`config.mk`:
```
export PLATFORM = sky130hd
export DESIGN_NAME = mouse_to_stick_converter
export DESIGN_NICKNAME = d
export VERILOG_FILES = /design/src/hdl/mstc_pkg.sv /design/src/hdl/mouse_to_stick_converter.sv /design/src/hdl/mstc_stick_map.sv /design/src/hdl/mstc_rsp_queue.sv
export VERILOG_INCLUDE_DIRS = /design/src /design/src/hdl
export SDC_FILE = /design/constraint.sdc
export NUM_CORES = 2
export LEC_CHECK = 0
export BUFFER_PORTS_ARGS = -buffer_cell sky130_fd_sc_hd__buf_2
export CAP_MARGIN = 20
export CORE_MARGIN = 2
export CORE_UTILIZATION = 55
export CTS_BUF_LIST = sky130_fd_sc_hd__clkbuf_16
export CTS_CLUSTER_DIAMETER = 40
export DETAILED_ROUTE_END_ITERATION = 10
export PLACE_DENSITY = 0.71
export SYNTH_ARGS = -nofsm -noshare
export SYNTH_HDL_FRONTEND = slang
export SYNTH_SLANG_ARGS = --single-unit
```
`constraint.sdc`:
```
create_clock -name clock -period 16.59 [get_ports clock]
set_input_delay 2.4885 -clock clock [delete_from_list [all_inputs] [get_ports clock]]
set_output_delay 2.4885 -clock clock [all_outputs]
set_load 0.005 [all_outputs]
```
`src/hdl/assert_macros.svh`:
```
// Assertion macros shared by the mouse-to-stick converter modules.
// Expects signals named clock and reset in the including module.
`ifndef ASSERT_MACROS_SVH
`define ASSERT_MACROS_SVH

// Property must hold at every rising clock edge outside of reset.
`define ASSERT_AT(label, prop, msg) \
   label: assert property (@(posedge clock) disable iff (reset) (prop)) else $error(msg);

// Condition must never be true at a rising clock edge outside of reset.
`define ASSERT_NEVER(label, cond, msg) \
   label: assert property (@(posedge clock) disable iff (reset) !(cond)) else $error(msg);

`endif

```
`src/hdl/mstc_pkg.sv`:
```
// Shared types and constants for the mouse-to-stick converter.
// No dependencies; imported by every module of the block.
`timescale 1ns / 1ps

package mstc_pkg;

   localparam int DELTA_W  = 16;
   localparam int SENS_W   = 16;
   localparam int WHEEL_W  = 16;
   localparam int NUM_RES  = 5;
   localparam int CNT_W    = 3;

   localparam logic signed [WHEEL_W:0] WHEEL_LIMIT = 17'sd32767;

   localparam logic [7:0] STICK_CENTER = 8'd128;
   localparam logic [7:0] TRIG_OFF     = 8'd0;
   localparam logic [7:0] TRIG_ON      = 8'd255;

   typedef enum logic [1:0] {
      KIND_MOTION = 2'd0,
      KIND_WHEEL  = 2'd1,
      KIND_TICK   = 2'd2
   } kind_type;

   typedef enum logic [1:0] {
      AXIS_RX   = 2'd0,
      AXIS_RY   = 2'd1,
      AXIS_LTRG = 2'd2,
      AXIS_RTRG = 2'd3
   } axis_type;

   typedef enum logic {
      EV_CONNECT = 1'b0,
      EV_SET_AXIS = 1'b1
   } event_type;

   typedef enum logic {
      CSR_ENABLE      = 1'b0,
      CSR_SENSITIVITY = 1'b1
   } csr_index_type;

   typedef struct packed {
      event_type  event_res;
      axis_type   axis;
      logic [7:0] value;
      logic       last;
   } rsp_entry_type;

endpackage

```
`src/hdl/mouse_to_stick_converter.sv`:
```
// Top level of the mouse-to-stick converter: input register, accumulators, tick logic.
// Depends on mstc_pkg, mstc_stick_map, mstc_rsp_queue and assert_macros.svh.
`timescale 1ns / 1ps
`include "assert_macros.svh"

//  Channel  | Dir | Handshake             | Payload
//  ---------+-----+-----------------------+------------------------------------------
//  req      | in  | req_tvalid/req_tready | tuser: kind; tdata: delta_x, delta_y
//  rsp      | out | rsp_tvalid/rsp_tready | tuser: event_res; tdata: axis, value; tlast
//  csr      | in  | csr_valid/csr_ready   | csr_index, csr_data (always ready)
//
// Motion and wheel beats are taken one per cycle while no tick waits in the input register;
// each lands in the input register and, when enabled, is folded into its accumulator on the
// following cycle. An enabled frame tick leaves the input register only once the result
// queue is empty. Its results are then loaded into the result queue, and a following tick
// waits in the input register until they have drained.
// Reset is synchronous and active high; it restores the register defaults, clears the
// accumulators, trigger pulse and pad-connected flag, and centres the stick history.
// A stall on rsp only backs up the req side once a second tick is waiting.
module mouse_to_stick_converter #(
   parameter int ACC_LIMIT      = 1048576,
   parameter int GAIN_FRAC_BITS = 8
) (
   input  logic        clock,
   input  logic        reset,
   // Input beats.
   input  logic        req_tvalid,
   output logic        req_tready,
   input  logic [31:0] req_tdata,   // [15:0] delta_x, [31:16] delta_y
   input  logic [1:0]  req_tuser,   // [1:0] kind
   // Result beats.
   output logic        rsp_tvalid,
   input  logic        rsp_tready,
   output logic [15:0] rsp_tdata,   // [1:0] axis, [9:2] value, [15:10] zero
   output logic [0:0]  rsp_tuser,   // [0] event_res
   output logic        rsp_tlast,
   // Register writes.
   input  logic        csr_valid,
   output logic        csr_ready,
   input  logic        csr_index,
   input  logic [15:0] csr_data
);
   import mstc_pkg::*;

   // Accumulator width holds +-ACC_LIMIT; the sum width also covers a full input delta.
   localparam int ACC_W = $clog2(ACC_LIMIT + 1) + 1;
   localparam int SUM_W = ((ACC_W > DELTA_W) ? ACC_W : DELTA_W) + 1;
   localparam logic signed [SUM_W-1:0] ACC_HI = SUM_W'(ACC_LIMIT);
   localparam logic signed [SUM_W-1:0] ACC_LO = -SUM_W'(ACC_LIMIT);
   localparam logic [SENS_W-1:0] SENS_RESET = SENS_W'(4 * (1 << GAIN_FRAC_BITS));

   // Configuration registers.
   logic               enable_ff;
   logic [SENS_W-1:0]  sens_ff;

   // Input register.
   logic                      in_valid_ff, in_valid_in;
   kind_type                  in_kind_ff;
   logic signed [DELTA_W-1:0] in_dx_ff, in_dy_ff;

   // Converter state.
   logic signed [ACC_W-1:0]   acc_x_ff, acc_x_in;
   logic signed [ACC_W-1:0]   acc_y_ff, acc_y_in;
   logic signed [WHEEL_W-1:0] acc_w_ff, acc_w_in;
   logic [7:0]                prev_x_ff, prev_x_in;
   logic [7:0]                prev_y_ff, prev_y_in;
   logic                      pulse_pending_ff, pulse_pending_in;
   logic                      pulse_right_ff, pulse_right_in;
   logic                      pad_ff, pad_in;

   logic                      req_fire;
   logic                      in_consume;
   logic                      active;
   logic                      tick_fire;
   logic                      q_empty;
   logic                      q_valid;
   rsp_entry_type             q_head;

   logic signed [SUM_W-1:0]   sum_x, sum_y;
   logic signed [WHEEL_W:0]   sum_w;
   logic [7:0]                stick_x, stick_y;
   logic                      changed, wheel_nz, wheel_neg;

   rsp_entry_type [5:0]          cand;
   logic [5:0]                   cand_vld;
   rsp_entry_type [NUM_RES-1:0]  list;
   logic [CNT_W-1:0]             list_cnt;

   assign csr_ready = 1'b1;

   always_ff @(posedge clock) begin
      if (reset) begin
         enable_ff <= 1'b0;
         sens_ff   <= SENS_RESET;
      end else if (csr_valid && csr_ready) begin
         unique case (csr_index_type'(csr_index))
            CSR_ENABLE:      enable_ff <= csr_data[0];
            CSR_SENSITIVITY: sens_ff   <= csr_data;
            default:         sens_ff   <= sens_ff;
         endcase
      end
   end

   // The input register is free when empty or when its beat is processed this cycle.
   // Only an enabled tick has to wait, and only for the result queue to drain.
   assign active     = in_valid_ff && enable_ff;
   assign tick_fire  = active && (in_kind_ff == KIND_TICK) && q_empty;
   assign in_consume = in_valid_ff && (!(enable_ff && (in_kind_ff == KIND_TICK)) || q_empty);
   assign req_tready = !in_valid_ff || in_consume;
   assign req_fire   = req_tvalid && req_tready;
   assign in_valid_in = req_fire || (in_valid_ff && !in_consume);

   always_ff @(posedge clock) begin
      if (reset) begin
         in_valid_ff <= 1'b0;
      end else begin
         in_valid_ff <= in_valid_in;
      end
   end

   always_ff @(posedge clock) begin
      if (req_fire) begin
         in_kind_ff <= kind_type'(req_tuser);
         in_dx_ff   <= req_tdata[15:0];
         in_dy_ff   <= req_tdata[31:16];
      end
   end

   // Stick mapping of the accumulated motion, one unit per axis.
   mstc_stick_map #(
      .ACC_W          (ACC_W),
      .GAIN_FRAC_BITS (GAIN_FRAC_BITS)
   ) u_map_x (
      .delta (acc_x_ff),
      .gain  (sens_ff),
      .value (stick_x)
   );

   mstc_stick_map #(
      .ACC_W          (ACC_W),
      .GAIN_FRAC_BITS (GAIN_FRAC_BITS)
   ) u_map_y (
      .delta (acc_y_ff),
      .gain  (sens_ff),
      .value (stick_y)
   );

   assign sum_x = SUM_W'(acc_x_ff) + SUM_W'(in_dx_ff);
   assign sum_y = SUM_W'(acc_y_ff) + SUM_W'(in_dy_ff);
   assign sum_w = (WHEEL_W + 1)'(acc_w_ff) + (WHEEL_W + 1)'(in_dy_ff);

   assign changed   = (stick_x != prev_x_ff) || (stick_y != prev_y_ff);
   assign wheel_nz  = (acc_w_ff != '0);
   assign wheel_neg = acc_w_ff[WHEEL_W-1];

   // Candidate results of a tick in their fixed order. The pad-connect request goes
   // ahead of the stick pair, or ahead of the trigger press when the sticks are unchanged.
   always_comb begin
      cand = '0;
      cand_vld[0] = !pad_ff && changed;
      cand[0].event_res = EV_CONNECT;
      cand[0].axis      = AXIS_RX;
      cand[0].value     = 8'd0;

      cand_vld[1] = changed;
      cand[1].event_res = EV_SET_AXIS;
      cand[1].axis      = AXIS_RX;
      cand[1].value     = stick_x;

      cand_vld[2] = changed;
      cand[2].event_res = EV_SET_AXIS;
      cand[2].axis      = AXIS_RY;
      cand[2].value     = stick_y;

      cand_vld[3] = pulse_pending_ff;
      cand[3].event_res = EV_SET_AXIS;
      cand[3].axis      = pulse_right_ff ? AXIS_RTRG : AXIS_LTRG;
      cand[3].value     = TRIG_OFF;

      cand_vld[4] = !pad_ff && !changed && wheel_nz;
      cand[4].event_res = EV_CONNECT;
      cand[4].axis      = AXIS_RX;
      cand[4].value     = 8'd0;

      cand_vld[5] = wheel_nz;
      cand[5].event_res = EV_SET_AXIS;
      cand[5].axis      = wheel_neg ? AXIS_RTRG : AXIS_LTRG;
      cand[5].value     = TRIG_ON;
   end

   // Pack the valid candidates into consecutive queue slots and flag the final one.
   always_comb begin
      list     = '0;
      list_cnt = '0;
      for (int i = 0; i < 6; i++) begin
         if (cand_vld[i] && (list_cnt < CNT_W'(NUM_RES))) begin
            list[list_cnt] = cand[i];
            list_cnt       = list_cnt + CNT_W'(1);
         end
      end
      for (int j = 0; j < NUM_RES; j++) begin
         list[j].last = (list_cnt != '0) && (CNT_W'(j) == list_cnt - CNT_W'(1));
      end
   end

   // Next state of the accumulators and tick history.
   always_comb begin
      acc_x_in         = acc_x_ff;
      acc_y_in         = acc_y_ff;
      acc_w_in         = acc_w_ff;
      prev_x_in        = prev_x_ff;
      prev_y_in        = prev_y_ff;
      pulse_pending_in = pulse_pending_ff;
      pulse_right_in   = pulse_right_ff;
      pad_in           = pad_ff;
      if (active && in_consume) begin
         case (in_kind_ff)
            KIND_MOTION: begin
               if (sum_x > ACC_HI) begin
                  acc_x_in = ACC_W'(ACC_HI);
               end else if (sum_x < ACC_LO) begin
                  acc_x_in = ACC_W'(ACC_LO);
               end else begin
                  acc_x_in = sum_x[ACC_W-1:0];
               end
               if (sum_y > ACC_HI) begin
                  acc_y_in = ACC_W'(ACC_HI);
               end else if (sum_y < ACC_LO) begin
                  acc_y_in = ACC_W'(ACC_LO);
               end else begin
                  acc_y_in = sum_y[ACC_W-1:0];
               end
            end
            KIND_WHEEL: begin
               if (sum_w > WHEEL_LIMIT) begin
                  acc_w_in = WHEEL_W'(WHEEL_LIMIT);
               end else if (sum_w < -WHEEL_LIMIT) begin
                  acc_w_in = WHEEL_W'(-WHEEL_LIMIT);
               end else begin
                  acc_w_in = sum_w[WHEEL_W-1:0];
               end
            end
            KIND_TICK: begin
               acc_x_in = '0;
               acc_y_in = '0;
               acc_w_in = '0;
               if (changed) begin
                  prev_x_in = stick_x;
                  prev_y_in = stick_y;
               end
               pulse_pending_in = wheel_nz;
               if (wheel_nz) begin
                  pulse_right_in = wheel_neg;
               end
               pad_in = pad_ff || changed || wheel_nz;
            end
            default: begin
               acc_x_in = acc_x_ff;
            end
         endcase
      end
   end

   always_ff @(posedge clock) begin
      if (reset) begin
         acc_x_ff         <= '0;
         acc_y_ff         <= '0;
         acc_w_ff         <= '0;
         prev_x_ff        <= STICK_CENTER;
         prev_y_ff        <= STICK_CENTER;
         pulse_pending_ff <= 1'b0;
         pulse_right_ff   <= 1'b0;
         pad_ff           <= 1'b0;
      end else begin
         acc_x_ff         <= acc_x_in;
         acc_y_ff         <= acc_y_in;
         acc_w_ff         <= acc_w_in;
         prev_x_ff        <= prev_x_in;
         prev_y_ff        <= prev_y_in;
         pulse_pending_ff <= pulse_pending_in;
         pulse_right_ff   <= pulse_right_in;
         pad_ff           <= pad_in;
      end
   end

   // The tick results wait here until the downstream side takes them.
   mstc_rsp_queue u_rsp_queue (
      .clock     (clock),
      .reset     (reset),
      .load      (tick_fire),
      .load_cnt  (list_cnt),
      .load_data (list),
      .pop       (rsp_tvalid && rsp_tready),
      .out_valid (q_valid),
      .head      (q_head),
      .empty     (q_empty)
   );

   assign rsp_tvalid   = q_valid;
   assign rsp_tdata    = {6'b0, q_head.value, q_head.axis};
   assign rsp_tuser[0] = q_head.event_res;
   assign rsp_tlast    = q_head.last;

   `ASSERT_AT(a_tick_clears, tick_fire |=> (acc_x_ff == '0 && acc_y_ff == '0 && acc_w_ff == '0),
              "accumulators not cleared by a tick")
   `ASSERT_NEVER(a_acc_x_lim, (SUM_W'(acc_x_ff) > ACC_HI) || (SUM_W'(acc_x_ff) < ACC_LO),
                 "horizontal accumulator beyond its limit")
   `ASSERT_NEVER(a_acc_y_lim, (SUM_W'(acc_y_ff) > ACC_HI) || (SUM_W'(acc_y_ff) < ACC_LO),
                 "vertical accumulator beyond its limit")
   `ASSERT_AT(a_pad_sticky, $past(pad_ff) |-> pad_ff, "pad-connected flag dropped")

endmodule

```
`src/hdl/mstc_stick_map.sv`:
```
// Scales one accumulated motion axis by the fixed point gain and maps it to a stick value.
// Depends on mstc_pkg.
`timescale 1ns / 1ps

module mstc_stick_map #(
   parameter int ACC_W          = 22,
   parameter int GAIN_FRAC_BITS = 8
) (
   input  logic signed [ACC_W-1:0]          delta,
   input  logic [mstc_pkg::SENS_W-1:0]      gain,
   output logic [7:0]                       value
);
   import mstc_pkg::*;

   localparam int PW = ACC_W + SENS_W + 1;
   localparam logic signed [PW-1:0] HI_LIM = PW'(127 * (1 << GAIN_FRAC_BITS));
   localparam logic signed [PW-1:0] LO_LIM = -PW'(128 * (1 << GAIN_FRAC_BITS));
   localparam logic [SENS_W-1:0]    GAIN_DEFAULT = SENS_W'(4 * (1 << GAIN_FRAC_BITS));

   logic [SENS_W-1:0]     gain_eff;
   logic signed [PW-1:0]  prod;
   logic signed [PW-1:0]  quot_floor;
   logic                  round_up;
   logic [7:0]            quot;

   // A zero gain falls back to the default of 4.0.
   assign gain_eff   = (gain == '0) ? GAIN_DEFAULT : gain;
   assign prod       = PW'(delta) * $signed({1'b0, gain_eff});
   assign quot_floor = prod >>> GAIN_FRAC_BITS;
   // Arithmetic shift floors; negative values with a fraction step back toward zero.
   assign round_up   = prod[PW-1] && (prod[GAIN_FRAC_BITS-1:0] != '0);
   assign quot       = quot_floor[7:0] + 8'(round_up);

   always_comb begin
      if (prod > HI_LIM) begin
         value = TRIG_ON;
      end else if (prod < LO_LIM) begin
         value = TRIG_OFF;
      end else begin
         value = quot ^ STICK_CENTER;
      end
   end

endmodule

```
`src/hdl/mstc_rsp_queue.sv`:
```
// Shift queue holding the result beats of one frame tick, head registered at the output.
// Depends on mstc_pkg and assert_macros.svh.
`timescale 1ns / 1ps
`include "assert_macros.svh"

module mstc_rsp_queue (
   input  logic                                           clock,
   input  logic                                           reset,
   input  logic                                           load,
   input  logic [mstc_pkg::CNT_W-1:0]                     load_cnt,
   input  mstc_pkg::rsp_entry_type [mstc_pkg::NUM_RES-1:0] load_data,
   input  logic                                           pop,
   output logic                                           out_valid,
   output mstc_pkg::rsp_entry_type                        head,
   output logic                                           empty
);
   import mstc_pkg::*;

   logic [CNT_W-1:0]                cnt_ff, cnt_in;
   rsp_entry_type [NUM_RES-1:0]     ent_ff, ent_in;

   always_comb begin
      cnt_in = cnt_ff;
      ent_in = ent_ff;
      if (load) begin
         cnt_in = load_cnt;
         ent_in = load_data;
      end else if (pop) begin
         cnt_in = cnt_ff - CNT_W'(1);
         for (int i = 0; i < NUM_RES - 1; i++) begin
            ent_in[i] = ent_ff[i + 1];
         end
      end
   end

   always_ff @(posedge clock) begin
      if (reset) begin
         cnt_ff <= '0;
      end else begin
         cnt_ff <= cnt_in;
      end
   end

   always_ff @(posedge clock) begin
      ent_ff <= ent_in;
   end

   assign out_valid = (cnt_ff != '0);
   assign empty     = (cnt_ff == '0);
   assign head      = ent_ff[0];

   `ASSERT_NEVER(a_cnt_range, cnt_ff > CNT_W'(NUM_RES), "result count above capacity")
   `ASSERT_NEVER(a_load_busy, load && (cnt_ff != '0), "tick results loaded over pending ones")
   `ASSERT_AT(a_pop_drops, (pop && !load) |=> (cnt_ff == $past(cnt_ff) - CNT_W'(1)),
              "pop did not retire exactly one beat")

endmodule
```
# == Word-level counts from Yosys, hierarchy flattened ==
# Cells that the tools add are included.
# classes
n_reduce_logical,59
n_mux,44
multipliers,2
magnitude_cmp,25
add_sub_neg,12
eq_ne,8
bitwise,6
# ops
op,count
$mux W60,5
$bwmux W60,3
$demux W12 S3,5
$and A60 B60 Y60,2
$mux W48,2
$mux W22,4
$pmux W22 S2,2
$gt A39 B16 Y1 const B,2
$lt A39 B16 Y1 const B,2
$mul A22 B17 Y39,2
$mux W12,5
$not A60 Y60,1
$mux W16,3
$add A22 B16 Y23,2
$gt A23 B22 Y1 const B,2
$lt A23 B21 Y1 const B,2
$mux W8,4
$pmux W16 S2,1
$logic_and A1 B1 Y1,29
$mux W3,7
$lt A3 B4 Y1 const B,5
$add A16 B16 Y17,1
$gt A17 B16 Y1 const B,1
$lt A17 B16 Y1 const B,1
other kinds (24),63
# totals
out_inout_bits,21
elab_cells,191
register_bits,194
inputBits,56

# == Logic depth before layout (Yosys ltp) ==
# depth
word_depth,32
ltp_mapped,54
ltp_nobuf,48

# == Cells and area by module ==
# From an unflattened synthesis, not the netlist that was laid out.
# unflattened
hier_cells,4409
area_unflattened_um2,39422.8
# by_module_without_submodules
mod,seq_area_each_um2,area_each_um2,n_inst,cells_per_inst
mstc_stick_map at u_map_x,0.0,14131.1,1,1640
mstc_stick_map at u_map_y,0.0,13997.2,1,1625
mouse_to_stick_converter,2962.8,8589.5,1,996
mstc_rsp_queue,1861.8,2705.1,1,148

# == Least setup slack after synthesis ==
# No wires, ideal clock.
# synth_path
path_kind,register -> register
startpoint,register sens_ff[14]
endpoint,"register u_rsp_queue.ent_ff, in the netlist u_rsp_queue.head[10] (data pin)"
path_stages_with_launch,49
path_buffers,7
period_less_slack_ns,11.505
t_required_ns,16.305
setup_time_ns,0.285
slack_ns,5.085
arrival_time_ns,11.220
path_cell_list,dfxtp_1 -> clkbuf_1 -> nor4_1 -> a41o_1 -> clkbuf_1 -> clkbuf_1 -> nand2_1 -> fa_1 -> inv_1 -> fa_1 -> fa_1 -> fa_1 -> fa_1 -> inv_1 -> fa_1 -> inv_1 -> ha_1 -> clkbuf_1 -> [... 13 more ...] -> mux2i_1 -> or4_1 -> o221ai_1 -> a21boi_1 -> o311ai_1 -> o2111ai_2 -> nor3_2 -> buf_2 -> nor2_1 -> ha_1 -> ha_1 -> nor3_1 -> o21ai_0 -> o2111ai_1 -> nor4_1 -> a2111o_1 -> clkbuf_1 -> a31oi_1
# synth_lines
item,line_no,rtl
"start, declared",mouse_to_stick_converter.sv:54,logic [SENS_W-1:0] sens_ff;
"start signal, assigned",mouse_to_stick_converter.sv:98,CSR_SENSITIVITY: sens_ff <= csr_data;
"start signal, assigned",mouse_to_stick_converter.sv:99,default: sens_ff <= sens_ff;
"end signal, assigned",mstc_rsp_queue.sv:45,ent_ff <= ent_in;
"end, declared",mstc_rsp_queue.sv:20,"rsp_entry_type [NUM_RES-1:0] ent_ff, ent_in;"

==> out/metrics.csv <==
stage,metric,value,unit
outcome,outcome,"finished, final reports clean",
clock_network,post_cts_resize_count,0,
synth,yosysTopAreaCellShare,35.24,%
drt,drc,0,
synth,syn_inst,4657,
worst_setup_path,start_kind,flip-flop,
grt,grt_pass1_vias,33060,
layout,nNetsFinal,5573,
power_and_ir_drop,power,0.001316,W
clock_network,clock_latency,0.51,ns
sta,finalSetupTns,0,ns
power_and_ir_drop,peakVddDrop,0.09008,mV
synth,synthArstFlopShare,0,%
drt,avgRoutedWirePerCell,19.50,um
worst_setup_path,rr_worst_depth,44,
drt,wl_met2,51960,um
synth,yosys-top-cells-count,"937 x inv_1, 701 x fa_1, 622 x nand2_1",
floorplan,io_pins,77,
sta,rsz0062_at_grt,no,
placement,portBuffers,69,
synth,synth_edf_count,86,
synth,syn-mean-instance-area,8.552,sq um
worst_setup_path,arrival,14.22,ns
drt,viasPerCell,5.773,
floorplan,die_h,273.1,um
clock_network,cts_buffer_depth,2,
synth,synth_ff_type,dfxtp_1,
drt,first_pass_iters,5,
grt,antenna_found_initial,3,
worst_setup_path,worst-path-max-fanout,46,
run,drv_cap,0,
synth,netlist_area,0.03983,sq mm
placement,dp.cells,5480,
sta,period_share,84.41,%
placement,place_hpwl,82850,um
sta,fin_skew,0.03226,ns
drt,vias,31830,
layout,area_delta_synth_final,3.695,%
sta,period_minus_slack,14.00,ns
floorplan,die_area,0.07458,sq mm
sta,hold_viol,0,
grt,grt_usage,30.08,%
sta,setup_slack,2.586,ns
grt,grt_pass1_wl,176000,um
placement,postPlaceCellArea,0.04070,sq mm
drt,drt-initial-drc-count,2335,
worst_setup_path,cpPeakStageDelay,0.84,ns
layout,fillCellCount,6479,
worst_setup_path,end_kind,flip-flop,
layout,fin_cells,5514,
sta,slew_viol_final,0,
floorplan,rows,98,
grt,grt_max_degree,69,
clock_network,cts_sinks,186,
grt,gr-total-overflow,0,
power_and_ir_drop,p_per_area,31.86,mW/mm^2
worst_setup_path,worstSetupPathType,reg -> reg,
sta,finalSetupViolations,0,
clock_network,cts_buffers,17,
clock_network,cts_tree,yes,
power_and_ir_drop,p_leak,20.04,nW
drt,top_layer_used,met4,
synth,seq_area_frac_synth,11.51,%
floorplan,core_area,0.07161,sq mm
clock_network,h-tree-depth,4,
synth,ys_ff_latch,186,
layout,fin_area,0.04130,sq mm
placement,gp_congestion,0.9335,
drt,met1Wirelength,43480,um
synth,ys_top_cells_by_area,"fa_1 35%, inv_1 8.8%, ha_1 8.3%",
drt,wl_met3,7639,um
layout,insertedDiodeCount,0,
worst_setup_path,crit_top_cell,fa_1,
layout,drive_gt1_share,4.777,%
synth,yosysTopAreaCell,fa_1,
floorplan,die_x,273.1,um
worst_setup_path,worst_ep_required_time,16.81,ns
drt,drtAntennaViolNets,0,
worst_hold_path,holdPathStages,2,
synth,synth_warnings,0,
clock_network,cts_hold_buf,0,
clock_network,cts_setup_buffers,0,
synth,yosysUniqueCellTypes,109,
synth,synth.most_common_cell,inv_1,
clock_network,clockRootBuffer,clkbuf_16,
floorplan,start_util,55.62,%
worst_hold_path,hp-class,reg -> reg,
sta,relSlewSlack,24.33,%
clock_network,clk_pin_slew,0.08,ns
drt,drt_wl_total,107500,um
sta,tightest_slew,1.132,ns
worst_setup_path,slowest_stage,nor3_2,
placement,place_ws,2.906,ns
sta,max_freq,71.41,MHz
==> cell families (layout without fill, tap and decap cells) <==
logic type                 count (synthesis)  after routing  synth area share, %
other                                      2              7              0.01886
AOI/OAI and AO/OA                        706            706                12.31
adders and majority gates                966            966                43.56
buffers and inverters                   1177           1079                11.33
DFF                                      186            186                11.51
and+or+nand+nor                         1492           1492                18.39
xor gates and xnor gates                 111            111                2.441
muxes                                     17             17               0.4430
==> through the flow <==
| stage | hold WS [ns] | utilization [%] |
|---|---|---|
| global placement | 0.4687 | 56.81 |
| detailed placement | 0.4950 | 56.83 |
| finish | 0.5045 | 57.67 |
| global route | 0.5416 | 57.67 |
| floorplan | 0.4398 | - |
| CTS | 0.5124 | 57.62 |
==> layer usage <==
metal | vias to the layer above | GRT usage, %
met5 | - | 0
met4 | 0 | 12.44
met3 | 230 | 5.114
met2 | 1185 | 50.50
met1 | 15840 | 38.58
li1 | 14580 | -
==> path summary, 6_finish.rpt <==
check                           slack (ns)                      start                             to
worst min-delay path                  0.50  acc_y_ff[14]$_SDFFE_PP0P_      acc_y_ff[14]$_SDFFE_PP0P_
worst max register to register        2.59    sens_ff[8]$_SDFFE_PP0P_  u_rsp_queue.head[9]$_DFFE_PP_
worst min register to register        0.50  acc_y_ff[14]$_SDFFE_PP0P_      acc_y_ff[14]$_SDFFE_PP0P_
worst max-delay path                  2.59    sens_ff[8]$_SDFFE_PP0P_  u_rsp_queue.head[9]$_DFFE_PP_
==> report_power, final <==
group          leakage, nW  switching [W]  internal [W]  total (W)
combinational         18.1       0.000227      0.000101   0.000328
clock                0.296       0.000216      0.000211   0.000426
sequential            1.61      0.0000199      0.000541   0.000561
==> flip-flops by register name, summed over array words and instances (netlist names), 2 cells and up <==
register            cells
in_dy_ff               16
in_kind_ff              2
in_dx_ff               16
acc_x_ff               22
u_rsp_queue.head       12
prev_y_ff               8
sens_ff                16
acc_w_ff               16
u_rsp_queue.cnt_ff      3
u_rsp_queue.ent_ff     40
prev_x_ff               8
acc_y_ff               22
==> cell usage in the layout (no fill, tap or decap), types with 12 or more instances in the layout <==
master	count
inv_1	940
fa_1	701
nand2_1	622
and2_1	314
ha_1	265
nor2_1	212
a21oi_1	182
o21ai_0	91
dfxtp_1	91
edfxtp_1	86
xnor2_1	83
buf_2	68
nor3_1	60
nand3_1	56
a21o_1	44
o211ai_1	38
buf_4	38
a31oi_1	33
nor4_1	29
and3_1	29
a211oi_1	29
xor2_1	28
nand4_1	27
o21a_1	22
nand2b_1	20
a22o_1	20
or3_1	19
o21bai_1	19
clkbuf_16	19
a32oi_1	18
o22ai_1	16
o21ai_1	16
a211o_1	15
nand3b_1	13
o31ai_1	13
a31o_2	12
mux2i_1	12
a311oi_1	12
==> critical path: cells and delay by family (launching register included) <==
kind	cells	cell delay (ns)
xor+xnor	1	0.62
mux	1	0.24
compound gates	13	3.62
buf+inv	5	0.99
fa+ha+maj	11	5.15
flops	1	0.31
simple gates	13	2.79
==> final cells by class <==
cell class	instances	area [sq um]	area share, %
clock buffers	19	475.5	1.151
clock inverters	13	88.84	0.2151
multi-input cells	3299	30750	74.47
repair buffers	109	675.6	1.636
inverters	938	3521	8.526
well taps	950	1189	2.878
flip-flops and latches	186	4596	11.13
Power figures use the tool's default switching activity.
